## src/av1shl_pkg.sv

```systemverilog
package av1shl_pkg;

    localparam int unsigned POS_W   = 25;
    localparam int unsigned START_W = 24;
    localparam int unsigned RUN_W   = 2;
    localparam int unsigned TYPE_W  = 5;

    localparam logic [POS_W-1:0]  MAX_STREAM_BYTES = 25'h100_0000;
    localparam logic [TYPE_W-1:0] OBU_TYPE_MASK    = 5'h1F;
    localparam int unsigned       OBU_TYPE_SHIFT   = 3;
    localparam logic [TYPE_W-1:0] OBU_SEQ_HEADER   = 5'd1;
    localparam logic [RUN_W-1:0]  ZERO_RUN_MAX     = 2'd3;
    localparam logic [RUN_W-1:0]  ZERO_RUN_CODE    = 2'd2;
    localparam logic [7:0]        BYTE_ZERO        = 8'h00;
    localparam logic [7:0]        BYTE_ONE         = 8'h01;

    typedef enum logic [1:0] {
        PH_SEARCHING = 2'd0,
        PH_IN_SPAN   = 2'd1,
        PH_DONE      = 2'd2
    } t_phase;

    typedef struct packed {
        logic               header_found;
        logic [START_W-1:0] span_start;
        logic [POS_W-1:0]   span_end;
        logic               too_long;
    } t_result;

endpackage

```

## src/av1shl_in_if.sv

```systemverilog
interface av1shl_in_if;
    logic       valid;
    logic       ready;
    logic [7:0] stream_byte;
    logic       last_byte;

    modport source (output valid, output stream_byte, output last_byte, input ready);
    modport sink   (input valid, input stream_byte, input last_byte, output ready);
endinterface

```

## src/av1shl_out_if.sv

```systemverilog
interface av1shl_out_if;
    logic                               valid;
    logic                               ready;
    logic                               header_found;
    logic [av1shl_pkg::START_W-1:0]     span_start;
    logic [av1shl_pkg::POS_W-1:0]       span_end;
    logic                               too_long;

    modport source (output valid, output header_found, output span_start,
                    output span_end, output too_long, input ready);
    modport sink   (input valid, input header_found, input span_start,
                    input span_end, input too_long, output ready);
endinterface

```

## src/av1_sequence_header_locator.sv

```systemverilog
// Scans an Annex-B style AV1 byte stream, one word (byte) per cycle, for start codes
// (00 00 01 or 00 00 00 01) confirmed by a following header byte, and reports the
// span of the first sequence-header OBU: its start code offset and the offset of the
// next confirmed start code, or the stream length. One result word is given per
// stream, for the word flagged last_byte, behind the input and output registers.
// A word is taken every cycle; the only stall is a finished result still waiting
// in the output register when the next stream's last word is due. Streams beyond
// 2^24 bytes set too_long; the byte counter saturates there. No startup delay.
module av1_sequence_header_locator (
    input  logic          i_clk,
    input  logic          i_rst_n,
    av1shl_in_if.sink     i_in,
    av1shl_out_if.source  o_out
);

    logic                 r_in_valid;
    logic [7:0]           r_in_byte;
    logic                 r_in_last;
    logic                 r_out_valid;
    av1shl_pkg::t_result  r_out;

    logic                 out_free;
    logic                 step;
    av1shl_pkg::t_result  result;

    assign out_free   = !r_out_valid || o_out.ready;
    assign step       = r_in_valid && (!r_in_last || out_free);
    assign i_in.ready = !r_in_valid || step;

    av1shl_scan u_scan (
        .i_clk    (i_clk),
        .i_rst_n  (i_rst_n),
        .i_step   (step),
        .i_byte   (r_in_byte),
        .i_last   (r_in_last),
        .o_result (result)
    );

    always_ff @(posedge i_clk) begin
        if (!i_rst_n) begin
            r_in_valid  <= 1'b0;
            r_out_valid <= 1'b0;
        end else begin
            if (i_in.ready) begin
                r_in_valid <= i_in.valid;
            end
            if (step && r_in_last) begin
                r_out_valid <= 1'b1;
            end else if (o_out.ready) begin
                r_out_valid <= 1'b0;
            end
        end
    end

    always_ff @(posedge i_clk) begin
        if (i_in.ready && i_in.valid) begin
            r_in_byte <= i_in.stream_byte;
            r_in_last <= i_in.last_byte;
        end
        if (step && r_in_last) begin
            r_out <= result;
        end
    end

    assign o_out.valid        = r_out_valid;
    assign o_out.header_found = r_out.header_found;
    assign o_out.span_start   = r_out.span_start;
    assign o_out.span_end     = r_out.span_end;
    assign o_out.too_long     = r_out.too_long;

endmodule

```

## src/av1shl_scan.sv

```systemverilog
module av1shl_scan (
    input  logic                 i_clk,
    input  logic                 i_rst_n,
    input  logic                 i_step,
    input  logic [7:0]           i_byte,
    input  logic                 i_last,
    output av1shl_pkg::t_result  o_result
);

    logic [av1shl_pkg::POS_W-1:0]   r_pos, n_pos;
    logic [av1shl_pkg::RUN_W-1:0]   r_zero_run, n_zero_run;
    logic                           r_pending, n_pending;
    logic [av1shl_pkg::START_W-1:0] r_pending_start, n_pending_start;
    av1shl_pkg::t_phase             r_phase, n_phase;
    logic [av1shl_pkg::START_W-1:0] r_found_start, n_found_start;
    logic [av1shl_pkg::POS_W-1:0]   r_found_end, n_found_end;
    logic                           r_ovf, n_ovf;

    logic                            in_range;
    logic [av1shl_pkg::TYPE_W-1:0]   hdr_type;
    logic [av1shl_pkg::START_W-1:0]  back_off;
    logic                            found;

    always_ff @(posedge i_clk) begin
        if (!i_rst_n) begin
            r_pos           <= '0;
            r_zero_run      <= '0;
            r_pending       <= 1'b0;
            r_pending_start <= '0;
            r_phase         <= av1shl_pkg::PH_SEARCHING;
            r_found_start   <= '0;
            r_found_end     <= '0;
            r_ovf           <= 1'b0;
        end else begin
            r_pos           <= n_pos;
            r_zero_run      <= n_zero_run;
            r_pending       <= n_pending;
            r_pending_start <= n_pending_start;
            r_phase         <= n_phase;
            r_found_start   <= n_found_start;
            r_found_end     <= n_found_end;
            r_ovf           <= n_ovf;
        end
    end

    always_comb begin
        n_pos           = r_pos;
        n_zero_run      = r_zero_run;
        n_pending       = r_pending;
        n_pending_start = r_pending_start;
        n_phase         = r_phase;
        n_found_start   = r_found_start;
        n_found_end     = r_found_end;
        n_ovf           = r_ovf;

        in_range = (r_pos < av1shl_pkg::MAX_STREAM_BYTES);
        hdr_type = i_byte[av1shl_pkg::OBU_TYPE_SHIFT +: av1shl_pkg::TYPE_W]
                   & av1shl_pkg::OBU_TYPE_MASK;
        back_off = (r_zero_run == av1shl_pkg::ZERO_RUN_MAX)
                   ? av1shl_pkg::START_W'(3) : av1shl_pkg::START_W'(2);

        if (i_step) begin
            if (!in_range) begin
                n_ovf = 1'b1;
            end

            // header byte of a pending start code
            if (r_pending) begin
                unique case (r_phase)
                    av1shl_pkg::PH_SEARCHING: begin
                        if (hdr_type == av1shl_pkg::OBU_SEQ_HEADER) begin
                            n_found_start = r_pending_start;
                            n_phase       = av1shl_pkg::PH_IN_SPAN;
                        end
                    end
                    av1shl_pkg::PH_IN_SPAN: begin
                        n_found_end = {1'b0, r_pending_start};
                        n_phase     = av1shl_pkg::PH_DONE;
                    end
                    av1shl_pkg::PH_DONE: begin
                    end
                    default: begin
                    end
                endcase
            end

            if (in_range && (i_byte == av1shl_pkg::BYTE_ONE)
                    && (r_zero_run >= av1shl_pkg::ZERO_RUN_CODE)) begin
                n_pending       = 1'b1;
                n_pending_start = r_pos[av1shl_pkg::START_W-1:0] - back_off;
            end else begin
                n_pending = 1'b0;
            end

            if (i_byte == av1shl_pkg::BYTE_ZERO) begin
                n_zero_run = (r_zero_run == av1shl_pkg::ZERO_RUN_MAX)
                             ? av1shl_pkg::ZERO_RUN_MAX : r_zero_run + 1'b1;
            end else begin
                n_zero_run = '0;
            end

            if (in_range) begin
                n_pos = r_pos + 1'b1;
            end
        end

        found                 = (n_phase != av1shl_pkg::PH_SEARCHING);
        o_result.header_found = found;
        o_result.span_start   = found ? n_found_start : '0;
        o_result.span_end     = !found ? '0 :
                                (n_phase == av1shl_pkg::PH_DONE) ? n_found_end : n_pos;
        o_result.too_long     = n_ovf;

        // end of stream: start over for the next one
        if (i_step && i_last) begin
            n_pos           = '0;
            n_zero_run      = '0;
            n_pending       = 1'b0;
            n_pending_start = '0;
            n_phase         = av1shl_pkg::PH_SEARCHING;
            n_found_start   = '0;
            n_found_end     = '0;
            n_ovf           = 1'b0;
        end
    end

endmodule
```

## src/flat_wrapper.sv

```systemverilog
// flat-port wrapper written by rule: the top's interface ports become plain ports
module av1_sequence_header_locator_flat 
  (i_clk, i_rst_n, i_in_valid, i_in_stream_byte, i_in_last_byte, i_in_ready, o_out_valid, o_out_header_found, o_out_span_start, o_out_span_end, o_out_too_long, o_out_ready);
  av1shl_in_if i_in_i ();
  av1shl_out_if o_out_i ();
  input  logic i_clk;
  input  logic i_rst_n;
  input wire logic [$bits(i_in_i.valid)-1:0] i_in_valid;
  input wire logic [$bits(i_in_i.stream_byte)-1:0] i_in_stream_byte;
  input wire logic [$bits(i_in_i.last_byte)-1:0] i_in_last_byte;
  output wire logic [$bits(i_in_i.ready)-1:0] i_in_ready;
  output wire logic [$bits(o_out_i.valid)-1:0] o_out_valid;
  output wire logic [$bits(o_out_i.header_found)-1:0] o_out_header_found;
  output wire logic [$bits(o_out_i.span_start)-1:0] o_out_span_start;
  output wire logic [$bits(o_out_i.span_end)-1:0] o_out_span_end;
  output wire logic [$bits(o_out_i.too_long)-1:0] o_out_too_long;
  input wire logic [$bits(o_out_i.ready)-1:0] o_out_ready;
  assign i_in_i.valid = i_in_valid;
  assign i_in_i.stream_byte = i_in_stream_byte;
  assign i_in_i.last_byte = i_in_last_byte;
  assign i_in_ready = i_in_i.ready;
  assign o_out_valid = o_out_i.valid;
  assign o_out_header_found = o_out_i.header_found;
  assign o_out_span_start = o_out_i.span_start;
  assign o_out_span_end = o_out_i.span_end;
  assign o_out_too_long = o_out_i.too_long;
  assign o_out_i.ready = o_out_ready;
  av1_sequence_header_locator u_core (.i_clk(i_clk), .i_rst_n(i_rst_n), .i_in(i_in_i), .o_out(o_out_i));
endmodule
```

## config.mk

```make
export PLATFORM = sky130hd
export DESIGN_NAME = av1_sequence_header_locator_flat
export DESIGN_NICKNAME = d
export VERILOG_FILES = /design/src/av1shl_pkg.sv /design/src/av1shl_in_if.sv /design/src/av1shl_out_if.sv /design/src/av1_sequence_header_locator.sv /design/src/av1shl_scan.sv /design/src/flat_wrapper.sv
export SDC_FILE = /design/constraint.sdc
export NUM_CORES = 1
export LEC_CHECK = 0
export ABC_CLOCK_PERIOD_IN_PS = 5800
export BUFFER_PORTS_ARGS = -buffer_cell sky130_fd_sc_hd__buf_2
export CORE_ASPECT_RATIO = 1.1
export CORE_MARGIN = 3
export CORE_UTILIZATION = 63
export DETAILED_ROUTE_END_ITERATION = 6
export HOLD_SLACK_MARGIN = 0.12
export PLACE_DENSITY = 0.84
export SLEW_MARGIN = 20
export SYNTH_ARGS = -nofsm -noshare
export SYNTH_HDL_FRONTEND = slang
export SYNTH_SLANG_ARGS = --single-unit
```

## constraint.sdc

```tcl
create_clock -name i_clk -period 5.8 [get_ports i_clk]
set_input_delay 0.58 -clock i_clk [delete_from_list [all_inputs] [get_ports i_clk]]
set_output_delay 0.58 -clock i_clk [all_outputs]
set_load 0.03 [all_outputs]
```

# Word level (Yosys, flattened, before mapping)
# Cells that the tools add are included.
# word_totals
output_inout_bits	53
ff_bits	166
input_bits	13
# op_classes
mux	22
n_lt_le_gt_ge	2
bitwise_logic	1
addsub	3
reduce_logical	17
n_eq_ne	5
# op_table
operator	count
25-bit 2-to-1 mux	6
24-bit 2-to-1 mux	4
25-bit by 1-bit adder with 25-bit output (second input constant)	1
25-bit < comparator (second input constant)	1
24-bit by 2-bit subtractor with 24-bit output	1
2-bit 2-to-1 mux	5
8-bit by 1-bit == test with 1-bit output (second input constant)	1
8-bit zero test	1
1-bit 2-to-1 mux	6
5-bit by 1-bit == test with 1-bit output (second input constant)	1
1-bit logical AND	5
2-bit == test (second input constant)	2
2-bit one-hot mux with 2 select lines	1
2-bit nonzero test	2
1-bit zero test	3
1-bit logical OR	3
2-bit by 1-bit adder with 2-bit output (second input constant)	1
2-bit by 1-bit == test with 1-bit output (second input constant)	1
2-bit greater-or-equal comparator (second input constant)	1
2-bit zero test	1
2-bit AND reduction	1
2-bit OR reduction	1
1-bit inverter	1

# Logic depth before layout (Yosys ltp)
# depth
word_depth	7
ltp_mapped	9

# Modules after synthesis
# From an unflattened synthesis, not the netlist that was laid out.
# unflattened
hier_cells	662
hier_area_um2	6966.7
# modules_own_cells
module	instances	cells_per_inst	area_per_inst_um2
av1shl_scan	1	590	5047.3
av1_sequence_header_locator	1	72	1919.3

# Least setup slack after synthesis
# Ideal clock, no wire load.
# synth_timing
path_type	in2reg
start	input o_out_ready
end	register u_core.u_scan.r_found_start[0] (netlist bit)
stages	6
path_slack_ps	2706
arrival_ps	2966
n_path_buf	2
path_cell_list	nand3b_1 -> and3_1 -> nand2b_1 -> clkbuf_1 -> clkbuf_1 -> nor2_1
# synth_between
elab_chain_len	5
word_cells_on_any_way	6
classes_between	mux: 1; reduce/logical: 5
# synth_rtl
item	line_no	rtl
from (decl)	flat_wrapper.sv:17	input wire logic [$bits(o_out_i.ready)-1:0] o_out_ready;
1-bit logical OR (*)	av1_sequence_header_locator.sv:26	assign out_free = !r_out_valid || o_out.ready;
1-bit logical OR (*)	av1_sequence_header_locator.sv:27	assign step = r_in_valid && (!r_in_last || out_free);
1-bit logical AND (*)	av1_sequence_header_locator.sv:27	
1-bit logical AND	av1shl_scan.sv:115	if (i_step && i_last) begin
2-bit OR reduction (no source line)	n/a	
to (signal assigned)	av1shl_scan.sv:40	r_found_start <= n_found_start;
to (decl)	av1shl_scan.sv:15	logic [av1shl_pkg::START_W-1:0] r_found_start, n_found_start;
# Mark *: on every way between the ends. The rest lies on a longest branch, timed or not.
# A chain may end at the register's enable or synchronous reset.

# Worst setup path after layout
# layout_timing
start	register u_core.u_scan.r_phase[1]
end	register u_core.r_out (netlist bit u_core.o_out.span_end[7]) (data pin)
# layout_between
elab_chain_len	6
word_cells_on_any_way	12
classes_between	eq/ne: 2; mux: 8; reduce/logical: 2
# layout_rtl
item	line_no	rtl
from (decl)	av1shl_scan.sv:14	av1shl_pkg::t_phase r_phase, n_phase;
from (signal assigned)	av1shl_scan.sv:30	r_phase <= av1shl_pkg::PH_SEARCHING;
from (signal assigned)	av1shl_scan.sv:39	r_phase <= n_phase;
2-bit by 1-bit == test with 1-bit output, or another cell as far along	av1shl_scan.sv:69	unique case (r_phase)
2-bit one-hot mux with 2 select lines	av1shl_scan.sv:69	
2-bit 2-to-1 mux	av1shl_scan.sv:68	if (r_pending) begin
2-bit 2-to-1 mux	av1shl_scan.sv:62	if (i_step) begin
2-bit == test	av1shl_scan.sv:111	(n_phase == av1shl_pkg::PH_DONE) ? n_found_end : n_pos;
25-bit 2-to-1 mux	av1shl_scan.sv:111	
to (signal assigned)	av1_sequence_header_locator.sv:61	r_out <= result;
to (decl)	av1_sequence_header_locator.sv:20	av1shl_pkg::t_result r_out;
# Parallel ways exist; a longest one is shown, timed or not.

==> impl_metrics.tcl <==
set metrics [dict create \
    status "completed" \
    synthTopCellsByArea "dfxtp_1 (31%), edfxtp_1 (26%), nor2_1 (5.9%), nand2_1 (4.8%), mux2i_1 (3.9%)" \
    worstPathArrival_ns 3.10 \
    n_fill_cell 686 \
    finalSetupViolCount 0 \
    relSlewSlack 0.2906 \
    ys_seq_elements 166 \
    synth_top_area_cell "dfxtp_1" \
    layout.area.seq_sq_um 3924 \
    start_util 0.6531 \
    hold_ws_ns 0.3317 \
    clock_sinks 166 \
    tightest_slew_ns 1.054 \
    clockRootBuffer "clkbuf_16" \
    cp-start-kind "flip-flop" \
    ant_nets 0 \
    htreeDepth 4 \
    startpoint "u_core.u_scan.r_phase[1]$_SDFF_PP0_" \
    worstSetupPathType "reg2reg" \
    min_period_ns 2.849 \
    swShare 0.2138 \
    wl_per_cell_um 18.06 \
    synth-async-reset-ratio 0 \
    vias 5419 \
    ir_worst_vdd_mv 0.1824 \
    grt_pass1_wl_um 26700 \
    grtUsageTotal 0.2792 \
    critPathCaptureType "flip-flop" \
    hold_class "in2reg" \
    clockPowerShare 0.478 \
    clock_latency_ns 0.42 \
    ys_warn_count 0 \
    via_per_inst 6.021 \
    final_cell_mix "nor2_1 (107), dfxtp_1 (106), nand2_1 (88), buf_2 (65), edfxtp_1 (60)" \
    multi_input_area_sq_um 2756 \
    p_sw_w 0.0005344 \
    max_cap_violations 0 \
    r2r_start "u_core.u_scan.r_phase[1]$_SDFF_PP0_" \
    final_hold_viol_count 0 \
    cts-buffers-inserted 17 \
    clock_tree.buffer_depth 2 \
    cts_tree "yes" \
    p_seq_frac 0.490 \
    drtIter0Drc 618 \
    grt_max_degree 53 \
    drive_above_1_share 0.1612 \
    finalCritPeriodShare 0.4912 \
    layout_setup_ws_ns 2.951 \
    area_delta_synth_final_pct 15.10 \
    synth_top_cell_area_share 0.3083 \
    wl_um 16260 \
    drc 0 \
    power_frac_comb 0.032 \
    cts_hold_buf 0 \
    antenna_found_initial 0 \
    syn_nets 710 \
    yosysSeqAreaShare 0.5700 \
    die_y_um 115.6 \
    rsz0062_at_grt "no" \
    row_count 39 \
    ys.flop_type "dfxtp_1" \
    max_freq_mhz 351.0 \
    syn_area_per_cell_sq_um 9.919 \
    die_area_sq_um 12220 \
    crit_fanout 28 \
    layout_commonest_cell "nor2_1" \
    dpl_worst_slack_ns 2.347 \
    first_pass_iters 6 \
    synth.distinct_cells 56 \
    syn_area_sq_um 6884 \
    hp-start "i_in_last_byte" \
    p_leak_nw 2.990 \
    coreArea_sq_um 10540 \
    io_pins 66 \
    nNetsFinal 760 \
    required_ns 6.05 \
    dieWidth_um 105.7 \
    place.gp.congestion 0.8988 \
    clkSlewWorstSetupHoldPaths_ns 0.06 \
    dpl.hpwl_um 10260 \
    grt_pass1_vias 5467 \
    port_buffers 65 \
    slew_violations 0 \
    antenna_cells 0 \
    internal_power_w 0.001965 \
    finalClockSkew_ns 0.006104 \
    synth_edf_count 60 \
    synthCells 694 \
    overflow 0 \
    ctsResizeCount 0 \
    timing.setup.tns_ns 0 \
    power.density_nw_per_um2 315.4 \
    cts_setup_buffers 0 \
]
-- kinds of logic after synthesis --
logic type                 share of synthesized area
AOI/OAI and AO/OA                            0.09851
xor gates and xnor gates                     0.05089
adders and majority gates                   0.005453
buffers and inverters                        0.03144
DFF                                           0.5700
muxes                                        0.04253
and+or+nand+nor                               0.2012
-- final cells by class --
| type | count | area share |
|---|---|---|
| Inverter | 10 | 0.004737 |
| Clock buffer | 18 | 0.05416 |
| Multi-Input combinational cell | 474 | 0.3479 |
| Timing Repair Buffer | 75 | 0.05053 |
| Clock inverter | 14 | 0.02495 |
| Sequential cell | 166 | 0.4952 |
| Tap cell | 143 | 0.02258 |
-- routing by layer --
metal | global-route usage | part of all wire | up-vias
li1 | - | - | 2520
met5 | 0 | 0 | -
met4 | 0.1399 | 0.041 | 0
met3 | 0.07019 | 0.078 | 63
met2 | 0.4596 | 0.48 | 272
met1 | 0.3461 | 0.40 | 2564
-- synth_stat cells (all sizes together), types with 4 or more instances --
| master | instances |
|---|---|
| a221oi | 6 |
| xnor2 | 30 |
| clkbuf | 37 |
| nand2 | 88 |
| o211ai | 9 |
| nor3 | 17 |
| inv | 10 |
| mux2i | 27 |
| a211oi | 9 |
| nand4 | 7 |
| a31oi | 5 |
| nor2 | 108 |
| xor2 | 10 |
| nand3 | 11 |
| o21ai | 19 |
| edfxtp | 60 |
| o21a | 4 |
| dfxtp | 106 |
| a21oi | 44 |
| and2 | 13 |
| nor4 | 11 |
| and4 | 4 |
| buf | 7 |
| nor2b | 5 |
| nand2b | 5 |
| and3 | 8 |
-- worst paths after layout --
check	end	slack, ns	cells after the start
worst max-delay path	u_core.o_out.span_end[7]$_SDFFCE_PN0P_	2.95	6
worst min-delay path	u_core.r_in_last$_DFFE_PP_	0.33	1
worst max register to register	u_core.o_out.span_end[7]$_SDFFCE_PN0P_	2.95	6
worst min register to register	u_core.u_scan.r_found_end[22]$_SDFF_PP0_	0.45	2
-- state kept, by name, summed over array words and instances, names as in the netlist, 2 cells and up --
name and flops:
u_core.o_out.span_end 25, u_core.u_scan.r_found_end 25, u_core.u_scan.r_pos 25, u_core.o_out.span_start 24
u_core.u_scan.r_found_start 24, u_core.u_scan.r_pending_start 24, u_core.r_in_byte 8, u_core.u_scan.r_phase 2
u_core.u_scan.r_zero_run 2
-- power groups by stage --
stage / combinational, W / clock (W) / sequential (W)
after floorplan: 0.0000342 / 0 / 0.00127
final: 0.0000803 / 0.00119 / 0.00122
after global placement: 0.0000777 / 0 / 0.00125
after global routing: 0.0000862 / 0.00125 / 0.00123
after CTS: 0.0000798 / 0.00120 / 0.00122
after detailed placement: 0.0000793 / 0 / 0.00125
-- critical path, cell delays in order, from the launching register on --
cell and delay (ns):
dfxtp_1 0.63, inv_1 0.17, and4_1 0.19, buf_4 0.26, nor2_2 0.61, nand2_1 0.49
o211ai_1 0.32
-- metrics by stage --
| step | instance area [sq um] | utilization | cells | power (W) |
|---|---|---|---|---|
| after floorplan | 6884 | - | 694 | 0.001304 |
| after detailed placement | 7288 | 0.6915 | 868 | 0.001329 |
| after CTS | 7915 | 0.7510 | 900 | 0.002501 |
| after global routing | 7924 | 0.7518 | 900 | 0.002560 |
| final | 7924 | 0.7518 | 900 | 0.002499 |
| after global placement | 7288 | 0.6915 | 868 | 0.001327 |
Power figures use the tool's default switching activity.
